### src/rtl/seven_segment_serial_display_driver_assert.svh
// ---------------------------------------------------------------------------
// Seven-segment serial display driver assertion macros
// Concurrent assertion wrappers on clk_i and rst_ni; empty under synthesis.
// ---------------------------------------------------------------------------
`ifndef SEVEN_SEGMENT_SERIAL_DISPLAY_DRIVER_ASSERT_SVH
`define SEVEN_SEGMENT_SERIAL_DISPLAY_DRIVER_ASSERT_SVH

`ifndef SYNTHESIS
// Checked only while reset is released.
`define SSD_ASSERT(lbl, prop) \
  lbl: assert property (@(posedge clk_i) disable iff (!rst_ni) (prop)) \
    else $error("ssd: assertion failed");
// Checked at every edge, reset included.
`define SSD_ASSERT_ALWAYS(lbl, prop) \
  lbl: assert property (@(posedge clk_i) (prop)) \
    else $error("ssd: assertion failed");
`else
`define SSD_ASSERT(lbl, prop)
`define SSD_ASSERT_ALWAYS(lbl, prop)
`endif

`endif

### src/rtl/ssd_pkg.sv
// ---------------------------------------------------------------------------
// Seven-segment serial display driver package
// Segment tables and the reciprocal constants for the decimal digit split.
// ---------------------------------------------------------------------------
`default_nettype none

package ssd_pkg;

  localparam int unsigned WordBits = 32;
  localparam int unsigned CntBits  = $clog2(WordBits);
  localparam int unsigned OutBytes = 8;

  // floor(v / d) == (v * Mul) >> Shift for every 16-bit v.
  localparam logic [15:0] Mul10     = 16'd52429;
  localparam int unsigned Shift10   = 19;
  localparam logic [16:0] Mul100    = 17'd83887;
  localparam int unsigned Shift100  = 23;
  localparam logic [16:0] Mul1000   = 17'd67109;
  localparam int unsigned Shift1000 = 26;

  typedef logic [3:0] digit_t;
  typedef logic [WordBits-1:0] word_t;

  // Pattern in the PCDE--------GFAB layout of displays 1 and 3.
  function automatic logic [15:0] seg_outer(input digit_t d);
    logic [15:0] p;
    case (d)
      4'd0:    p = 16'h7007;
      4'd1:    p = 16'h4001;
      4'd2:    p = 16'h300B;
      4'd3:    p = 16'h600B;
      4'd4:    p = 16'h400D;
      4'd5:    p = 16'h600E;
      4'd6:    p = 16'h700E;
      4'd7:    p = 16'h4003;
      4'd8:    p = 16'h700F;
      4'd9:    p = 16'h600F;
      default: p = 16'h0000;
    endcase
    return p;
  endfunction

  // Pattern of display 2, already placed at word bits 11..4.
  function automatic logic [15:0] seg_middle(input digit_t d);
    logic [15:0] p;
    case (d)
      4'd0:    p = 16'h0770;
      4'd1:    p = 16'h0410;
      4'd2:    p = 16'h03B0;
      4'd3:    p = 16'h06B0;
      4'd4:    p = 16'h04D0;
      4'd5:    p = 16'h06E0;
      4'd6:    p = 16'h07E0;
      4'd7:    p = 16'h0430;
      4'd8:    p = 16'h07F0;
      4'd9:    p = 16'h06F0;
      default: p = 16'h0000;
    endcase
    return p;
  endfunction

  // Low four bits of q * 10; enough to recover a digit that lies in 0..9.
  function automatic digit_t times10_lo(input digit_t q);
    return digit_t'({q[2:0], 1'b0} + {q[0], 3'b000});
  endfunction

endpackage

`default_nettype wire

### src/rtl/seven_segment_serial_display_driver.sv
// ---------------------------------------------------------------------------
// Seven-segment serial display driver
// The first bit of a word is offered once the word has passed the input
// register, then the quotient register, then the shifter.
// Throughput: one output beat per cycle while m_axis_tready_i is high, set by
// the bit shifter; two more input words are buffered ahead of it.
// Reset clears all valid flags; payload registers are not reset.
// ---------------------------------------------------------------------------
`default_nettype none

`include "seven_segment_serial_display_driver_assert.svh"

module seven_segment_serial_display_driver
  import ssd_pkg::*;
(
  input  wire logic                  clk_i,
  input  wire logic                  rst_ni,
  input  wire logic                  s_axis_tvalid_i,
  output      logic                  s_axis_tready_o,
  input  wire logic [WordBits-1:0]   s_axis_tdata_i,  // [31:0] value
  input  wire logic                  s_axis_tuser_i,  // [0] mode
  output      logic                  m_axis_tvalid_o,
  input  wire logic                  m_axis_tready_i,
  output      logic [OutBytes-1:0]   m_axis_tdata_o,  // [0] serial_data, [5:1] bit_number
  output      logic                  m_axis_tlast_o   // latch_and_last
);

  // Input register.
  logic                s1_vld_q, s1_vld_d;
  logic                s1_mode_q;
  word_t               s1_value_q;

  // Quotient register.
  logic                s2_vld_q, s2_vld_d;
  logic                s2_mode_q;
  word_t               s2_value_q;
  logic [12:0]         s2_q10_q;
  logic [9:0]          s2_q100_q;
  logic [6:0]          s2_q1000_q;

  // Bit shifter.
  logic                sh_vld_q, sh_vld_d;
  word_t               sh_word_q, sh_word_d;
  logic [CntBits-1:0]  sh_cnt_q, sh_cnt_d;

  logic                out_fire, out_last, load, s2_adv, s1_adv;
  logic [31:0]         prod10;
  logic [32:0]         prod100, prod1000;
  digit_t              dig_ones, dig_tens, dig_hund;
  word_t               dec_word, word_d;

  assign out_last = (sh_cnt_q == CntBits'(WordBits - 1));
  assign out_fire = sh_vld_q && m_axis_tready_i;
  assign load     = s2_vld_q && (!sh_vld_q || (out_fire && out_last));
  assign s2_adv   = !s2_vld_q || load;
  assign s1_adv   = !s1_vld_q || s2_adv;

  assign s_axis_tready_o = s1_adv;
  assign s1_vld_d = s1_adv ? s_axis_tvalid_i : s1_vld_q;
  assign s2_vld_d = s2_adv ? s1_vld_q : s2_vld_q;

  // Reciprocal multiplications for v/10, v/100 and v/1000.
  assign prod10   = 32'(s1_value_q[15:0]) * 32'(Mul10);
  assign prod100  = 33'(s1_value_q[15:0]) * 33'(Mul100);
  assign prod1000 = 33'(s1_value_q[15:0]) * 33'(Mul1000);

  // Each digit is a quotient minus ten times the next quotient.
  assign dig_ones = s2_value_q[3:0] - times10_lo(s2_q10_q[3:0]);
  assign dig_tens = s2_q10_q[3:0]   - times10_lo(s2_q100_q[3:0]);
  assign dig_hund = s2_q100_q[3:0]  - times10_lo(s2_q1000_q[3:0]);

  assign dec_word = {seg_outer(dig_hund), 16'h0000}
                  | {16'h0000, seg_middle(dig_tens)}
                  | {16'h0000, seg_outer(dig_ones)};
  assign word_d   = s2_mode_q ? s2_value_q : dec_word;

  always_comb begin
    sh_vld_d  = sh_vld_q;
    sh_word_d = sh_word_q;
    sh_cnt_d  = sh_cnt_q;
    if (load) begin
      sh_vld_d  = 1'b1;
      sh_word_d = word_d;
      sh_cnt_d  = '0;
    end else if (out_fire) begin
      sh_vld_d  = !out_last;
      sh_word_d = sh_word_q >> 1;
      sh_cnt_d  = sh_cnt_q + CntBits'(1);
    end
  end

  always_ff @(posedge clk_i or negedge rst_ni) begin
    if (!rst_ni) begin
      s1_vld_q <= 1'b0;
      s2_vld_q <= 1'b0;
      sh_vld_q <= 1'b0;
      sh_cnt_q <= '0;
    end else begin
      s1_vld_q <= s1_vld_d;
      s2_vld_q <= s2_vld_d;
      sh_vld_q <= sh_vld_d;
      sh_cnt_q <= sh_cnt_d;
    end
  end

  always_ff @(posedge clk_i) begin
    if (s1_adv) begin
      s1_mode_q  <= s_axis_tuser_i;
      s1_value_q <= s_axis_tdata_i;
    end
    if (s2_adv) begin
      s2_mode_q  <= s1_mode_q;
      s2_value_q <= s1_value_q;
      s2_q10_q   <= prod10[Shift10 +: 13];
      s2_q100_q  <= prod100[Shift100 +: 10];
      s2_q1000_q <= prod1000[Shift1000 +: 7];
    end
    sh_word_q <= sh_word_d;
  end

  assign m_axis_tvalid_o = sh_vld_q;
  assign m_axis_tdata_o  = {{(OutBytes - 1 - CntBits){1'b0}}, sh_cnt_q, sh_word_q[0]};
  assign m_axis_tlast_o  = out_last;

  // The input only stalls when both buffer stages hold a word.
  `SSD_ASSERT(a_stall_full, !s_axis_tready_o |-> s1_vld_q && s2_vld_q)
  // Within a word, bit numbers step by one with no gap.
  `SSD_ASSERT(a_bit_step,
    m_axis_tvalid_o && m_axis_tready_i && !m_axis_tlast_o |=>
      m_axis_tvalid_o && (m_axis_tdata_o[5:1] == $past(m_axis_tdata_o[5:1]) + 5'd1))
  // A word that fills the shifter starts at bit zero.
  `SSD_ASSERT(a_load_start, load |=> sh_cnt_q == '0)
  // An edge seen in reset leaves the block idle by the next edge.
  `SSD_ASSERT_ALWAYS(a_reset_idle, !rst_ni |=> !m_axis_tvalid_o && s_axis_tready_o)

endmodule

`default_nettype wire
### config.mk
export PLATFORM = sky130hd
export DESIGN_NAME = seven_segment_serial_display_driver
export DESIGN_NICKNAME = d
export VERILOG_FILES = /design/src/rtl/ssd_pkg.sv /design/src/rtl/seven_segment_serial_display_driver.sv
export VERILOG_INCLUDE_DIRS = /design/src /design/src/rtl
export SDC_FILE = /design/constraint.sdc
export NUM_CORES = 1
export LEC_CHECK = 0
export BUFFER_PORTS_ARGS = -buffer_cell sky130_fd_sc_hd__buf_2
export CAP_MARGIN = 20
export CORE_ASPECT_RATIO = 2
export CORE_UTILIZATION = 35
export DETAILED_ROUTE_END_ITERATION = 8
export SLEW_MARGIN = 15
export SYNTH_ARGS = -nofsm -noshare
export SYNTH_HDL_FRONTEND = slang
export SYNTH_SLANG_ARGS = --single-unit
### constraint.sdc
create_clock -name clk_i -period 6.09 [get_ports clk_i]
set_input_delay 0.609 -clock clk_i [delete_from_list [all_inputs] [get_ports clk_i]]
set_output_delay 0.609 -clock clk_i [all_outputs]
set_load 0.1 [all_outputs]
Word-level counts from Yosys, hierarchy flattened
Memories as Yosys holds them, arrays and structs flattened.
Cells that the tools add are included.
{ "totals": {"regBits": 117, "romBits": 336, "output_inout_bits": 11, "n_memories": 3} }
{ "op_classes": {"add_sub_neg": 7, "multipliers": 3, "n_eq_ne": 1, "n_mux": 7, "n_bitwise": 2, "n_reduce_logical": 11} }
{ "memory_table": {"columns": ["memory", "words", "word_bits", "read_ports", "rd_ports_with_merged_regs", "write_ports", "line", "rtl"], "rows": [
  ["(no name shown)", 16, 7, 1, 0, 0, "ssd_pkg.sv:46", "case (d)"],
  ["(no name shown)", 16, 7, 1, 0, 0, "ssd_pkg.sv:27", "case (d)"],
  ["(no name shown)", 16, 7, 1, 0, 0, "ssd_pkg.sv:27", null]
]} }
{ "op_table": {"columns": ["operator", "count"], "rows": [
  ["two-way mux 32 bit", 3],
  ["OR 32 x 16 -> 32 bit", 2],
  ["multiplier 16 x 17 -> 29 bit (second input constant)", 1],
  ["multiplier 16 x 17 -> 27 bit (second input constant)", 1],
  ["multiplier 16 x 16 -> 23 bit (second input constant)", 1],
  ["adder 4 bit", 3],
  ["subtractor 4 bit", 3],
  ["two-way mux 5 bit", 2],
  ["adder 5 x 1 -> 5 bit (second input constant)", 1],
  ["== test 5 bit (second input constant)", 1],
  ["logical NOT 1 bit", 4],
  ["logical AND 1 bit", 3],
  ["logical OR 1 bit", 3],
  ["two-way mux 1 bit", 2],
  ["nonzero test 2 bit", 1]
]} }

Longest topological paths before layout
An unclocked memory read counts as a cell.
{ "depth": {"ltp_word": 7, "depth_mapped": 20, "ltp_nobuf": 20} }

Least setup slack after synthesis
No wires, ideal clock.
{ "synth_timing": {"kind": "flip-flop to flip-flop", "start": "reg s1_value_q[13]", "end": "reg s2_q100_q[2] (data pin)", "setup_time_ps": 258, "t_arrival_ps": 5202, "required_ps": 5832, "setup_slack_ps": 631, "path_stages_with_launch": 19, "n_path_buf": 0, "synth_period_minus_slack_ps": 5459, "cell_sequence": "edfxtp_1 > fa_1 > inv_1 > fa_1 > inv_1 > fa_1 > fa_1 > fa_1 > inv_1 > fa_1 > inv_1 > ha_1 > nand4_1 > nor4_1 > o311ai_1 > nand4_1 > and2_1 > a21oi_1 > xnor2_1"} }
{ "synth_between": {"elab_chain_len": 1} }
{ "synth_rtl": {"columns": ["item", "line", "rtl"], "rows": [
  ["from (decl)", "seven_segment_serial_display_driver.sv:31", "word_t s1_value_q;"],
  ["from (signal assigned)", "seven_segment_serial_display_driver.sv:109", "s1_value_q <= s_axis_tdata_i;"],
  ["multiplier 16 x 17 -> 27 bit", "seven_segment_serial_display_driver.sv:64", "assign prod100 = 33'(s1_value_q[15:0]) * 33'(Mul100);"],
  ["named net prod100[25]", "seven_segment_serial_display_driver.sv:48", "logic [32:0] prod100, prod1000;"],
  ["to (signal assigned)", "seven_segment_serial_display_driver.sv:115", "s2_q100_q <= prod100[Shift100 +: 10];"],
  ["to (decl)", "seven_segment_serial_display_driver.sv:38", "logic [9:0] s2_q100_q;"]
]} }
The timed path passes the listed nets, and every way through them passes these cells.
A chain may end at the register's enable or synchronous reset.

Final worst setup path
{ "layout_timing": {"start": "reg s1_value_q[10]", "end": "reg s2_q100_q[2] (data pin)"} }
The elaborated chain is that of the path after synthesis.

==> metrics.yaml <==
finish:
  register_area_sq_um: 3473
  final_common_cell: "inv_1"
  area_growth_pct: 12.06
  diodes: 0
  layout_common_cells: "inv_1, ha_1, fa_1"
  layout.nets: 2019
  layout-drive-gt1-share_pct: 9.343
  multi_input_area_sq_um: 10080
  n_fill_cell: 4073
worst_hold_path:
  min_path_type: "in -> async"
sta:
  slew_violations: 0
  setup_viol: 0
  fin_setup_tns_ns: 0
  tightest_slew_ns: 0.6916
  period_share_pct: 94.03
  post-route-min-period_ns: 5.727
  rsz0062_at_grt: "no"
  fmax_mhz: 174.6
  finalClockSkew_ns: 0.01622
  max_slew_margin_pct: 53.74
  hold_viol: 0
grt:
  antenna_found_initial: 0
  grt_usage_pct: 19.77
  grt_pass1_wl_um: 62030
  grt_start_max_net_pins: 43
  grt_overflow: 0
  grt_pass1_vias: 11050
die:
  die_h_um: 294.9
  io_pins: 48
  start_util_pct: 35.39
  die-area_sq_um: 43790
  die_w_um: 148.5
  coreArea_sq_um: 42440
  rows: 107
pwr:
  p_int_mw: 2.351
  switching_share_pct: 39.24
  combPwrFrac_pct: 49.5
  power_mw: 3.869
  p_per_area_nw_per_um2: 229.9
  clkPwrFrac_pct: 25.2
  peakVddDrop_uv: 207.9
  p_sw_mw: 1.518
  leakage_nw: 8.554
  p_seq_share_pct: 25.2
yosys:
  avgSynthCellArea_sq_um: 11.02
  ys.warnings.count: 0
  synth_largest_area_cell: "fa_1"
  ys_types: 55
  synth_top_cell_area_share_pct: 27.06
  async_reset_ff_share_pct: 6.838
  synth_area_sq_um: 15020
  synthFlopType: "edfxtp_1"
  synthCells: 1363
  ys_seq_elements: 117
  synth_enable_flop_cells: 109
  synthTopCellsByArea: "fa_1, ha_1, edfxtp_1"
  yosysSeqAreaShare_pct: 23.13
detailed_routing:
  drc_errors: 0
  vias_per_cell: 4.841
  drtIter0Drc: 299
  ant_nets: 0
  vias: 9788
  dr.pass1.iters: 4
  routed_wirelength_um: 40540
  wl_per_cell_um: 20.05
flow_run:
  maxCapViolCount: 0
placement:
  place_congestion: 0.9661
  portBuffers: 45
  dp_hpwl_um: 35620
clock_tree:
  clkSinkCount: 117
  post_cts_resize_count: 0
  cts_root_buf: "clkbuf_16"
  cts_setup_buffers: 0
  hold_buffers: 0
  cts_buffers: 17
  clock_path_buffers: 2
  clk_pin_slew_ns: 0.06
  clkLatencyLatePin_ns: 0.43
  cts_tree: "done"
  htree_levels: 4
setup_path:
  path_class: "reg -> reg"
  worstSetupStartpointType: "register"
  cp_cell_sequence: "buf_4 -> ha_1 -> inv_1 -> fa_1 -> inv_1 -> fa_1 -> fa_1 -> fa_1 -> inv_1 -> fa_1 -> inv_1 -> ha_1 -> o21a_1 -> o211ai_1 -> nand4_1 -> and2_1 -> a21oi_1 -> xnor2_1"
  crit_top_cell: "fa_1"
  reg2regPathDepth: 18
  crit_fanout: 7
  worstPathArrival_ns: 5.91
  endpoint_kind: "register"
  critPathMaxStageDelay_ns: 0.55
  slowest_stage: "fa_1"
  worstPathRequired_ns: 6.27
status:
  status: "completed"
-- layer usage --
metal | GRT usage, % | wire, um | vias up
met4 | 18.91 | 4422 | 0
li1 | - | - | 4587
met1 | 16.69 | 11990 | 4843
met3 | 2.037 | 1064 | 132
met5 | 0 | 0 | -
met2 | 38.80 | 23060 | 226
-- logic make-up after synthesis --
logic type	Yosys count	synth area share, %
xor gates and xnor gates	48	2.899
and+or+nand+nor	155	4.899
DFF	117	23.13
AOI/OAI and AO/OA	131	5.824
other	1	0.02497
buffers and inverters	392	9.873
muxes	2	0.1333
adders and majority gates	517	53.22
-- registers in the layout (all words and copies together) (netlist names) --
signal,cells
s2_vld_q,1
m_axis_tvalid_o,1
s1_vld_q,1
s2_q1000_q,3
sh_cnt_q,5
s2_q10_q,4
s2_q100_q,4
sh_word_q,32
s1_value_q,32
s2_value_q,32
s2_mode_q,1
s1_mode_q,1
-- worst max-delay path, delay by kind of cell (launching register included) --
kind,cells,cell delay (ns)
AND/OR/NAND/NOR,2,0.48
flip-flops,1,0.47
adder cells (fa/ha/maj),7,3.42
buffers and inverters,5,0.51
XOR/XNOR,1,0.08
AO/OA/AOI/OAI,3,0.54
-- stage by stage --
step	setup slack (ns)	hold slack, ns	std cells	util [%]	area, sq um
CTS	0.2940	0.007562	2022	39.66	16830
floorplan	0.6308	0.3134	1364	-	15020
global route	0.03924	0.01544	2022	39.66	16830
detailed placement	0.3210	0.4061	1991	38.33	16270
global placement	0.3299	0.4045	1991	38.33	16270
finish	0.3634	0.01961	2022	39.66	16830
-- cells in the mapped netlist, drive strengths merged (10+ instances only) --
cell	number
a21o	15
a21oi	39
xnor2	35
nand2	63
nor2	30
xor2	13
inv	376
o21ai	31
fa	203
nand3b	10
nand3	17
ha	314
clkbuf	11
edfxtp	109
-- path summary, 6_finish.rpt --
| kind | slack, ns | start | to |
|---|---|---|---|
| max | 0.36 | s1_value_q[10] | s2_q100_q[2] |
| min | 0.02 | rst_ni | sh_cnt_q[3] |
| max reg2reg | 0.36 | s1_value_q[10] | s2_q100_q[2] |
| min reg2reg | 0.42 | s1_value_q[29] | s2_value_q[29] |
| max in group asynchronous | 5.89 | rst_ni | sh_cnt_q[0] |
| min in group clk_i | 0.35 | s_axis_tdata_i[2] | s1_value_q[2] |
-- power by group through the flow --
stage,Sequential [mW],Combinational (mW),Clock (mW)
global route,0.980,2.22,1.02
finish,0.976,1.92,0.976
detailed placement,0.993,1.94,0
floorplan,1.09,1.34,0
CTS,0.977,1.96,0.990
global placement,0.991,1.90,0
-- layout make-up --
cell class / instances / share of cell area, %
Clock buffer: 18 / 2.550
Clock inverter: 13 / 0.8029
Inverter: 376 / 8.386
Multi-Input combinational cell: 855 / 59.87
Sequential cell: 117 / 20.64
Tap cell: 545 / 4.052
Timing Repair Buffer: 98 / 3.702
Power figures use the tool's default switching activity.
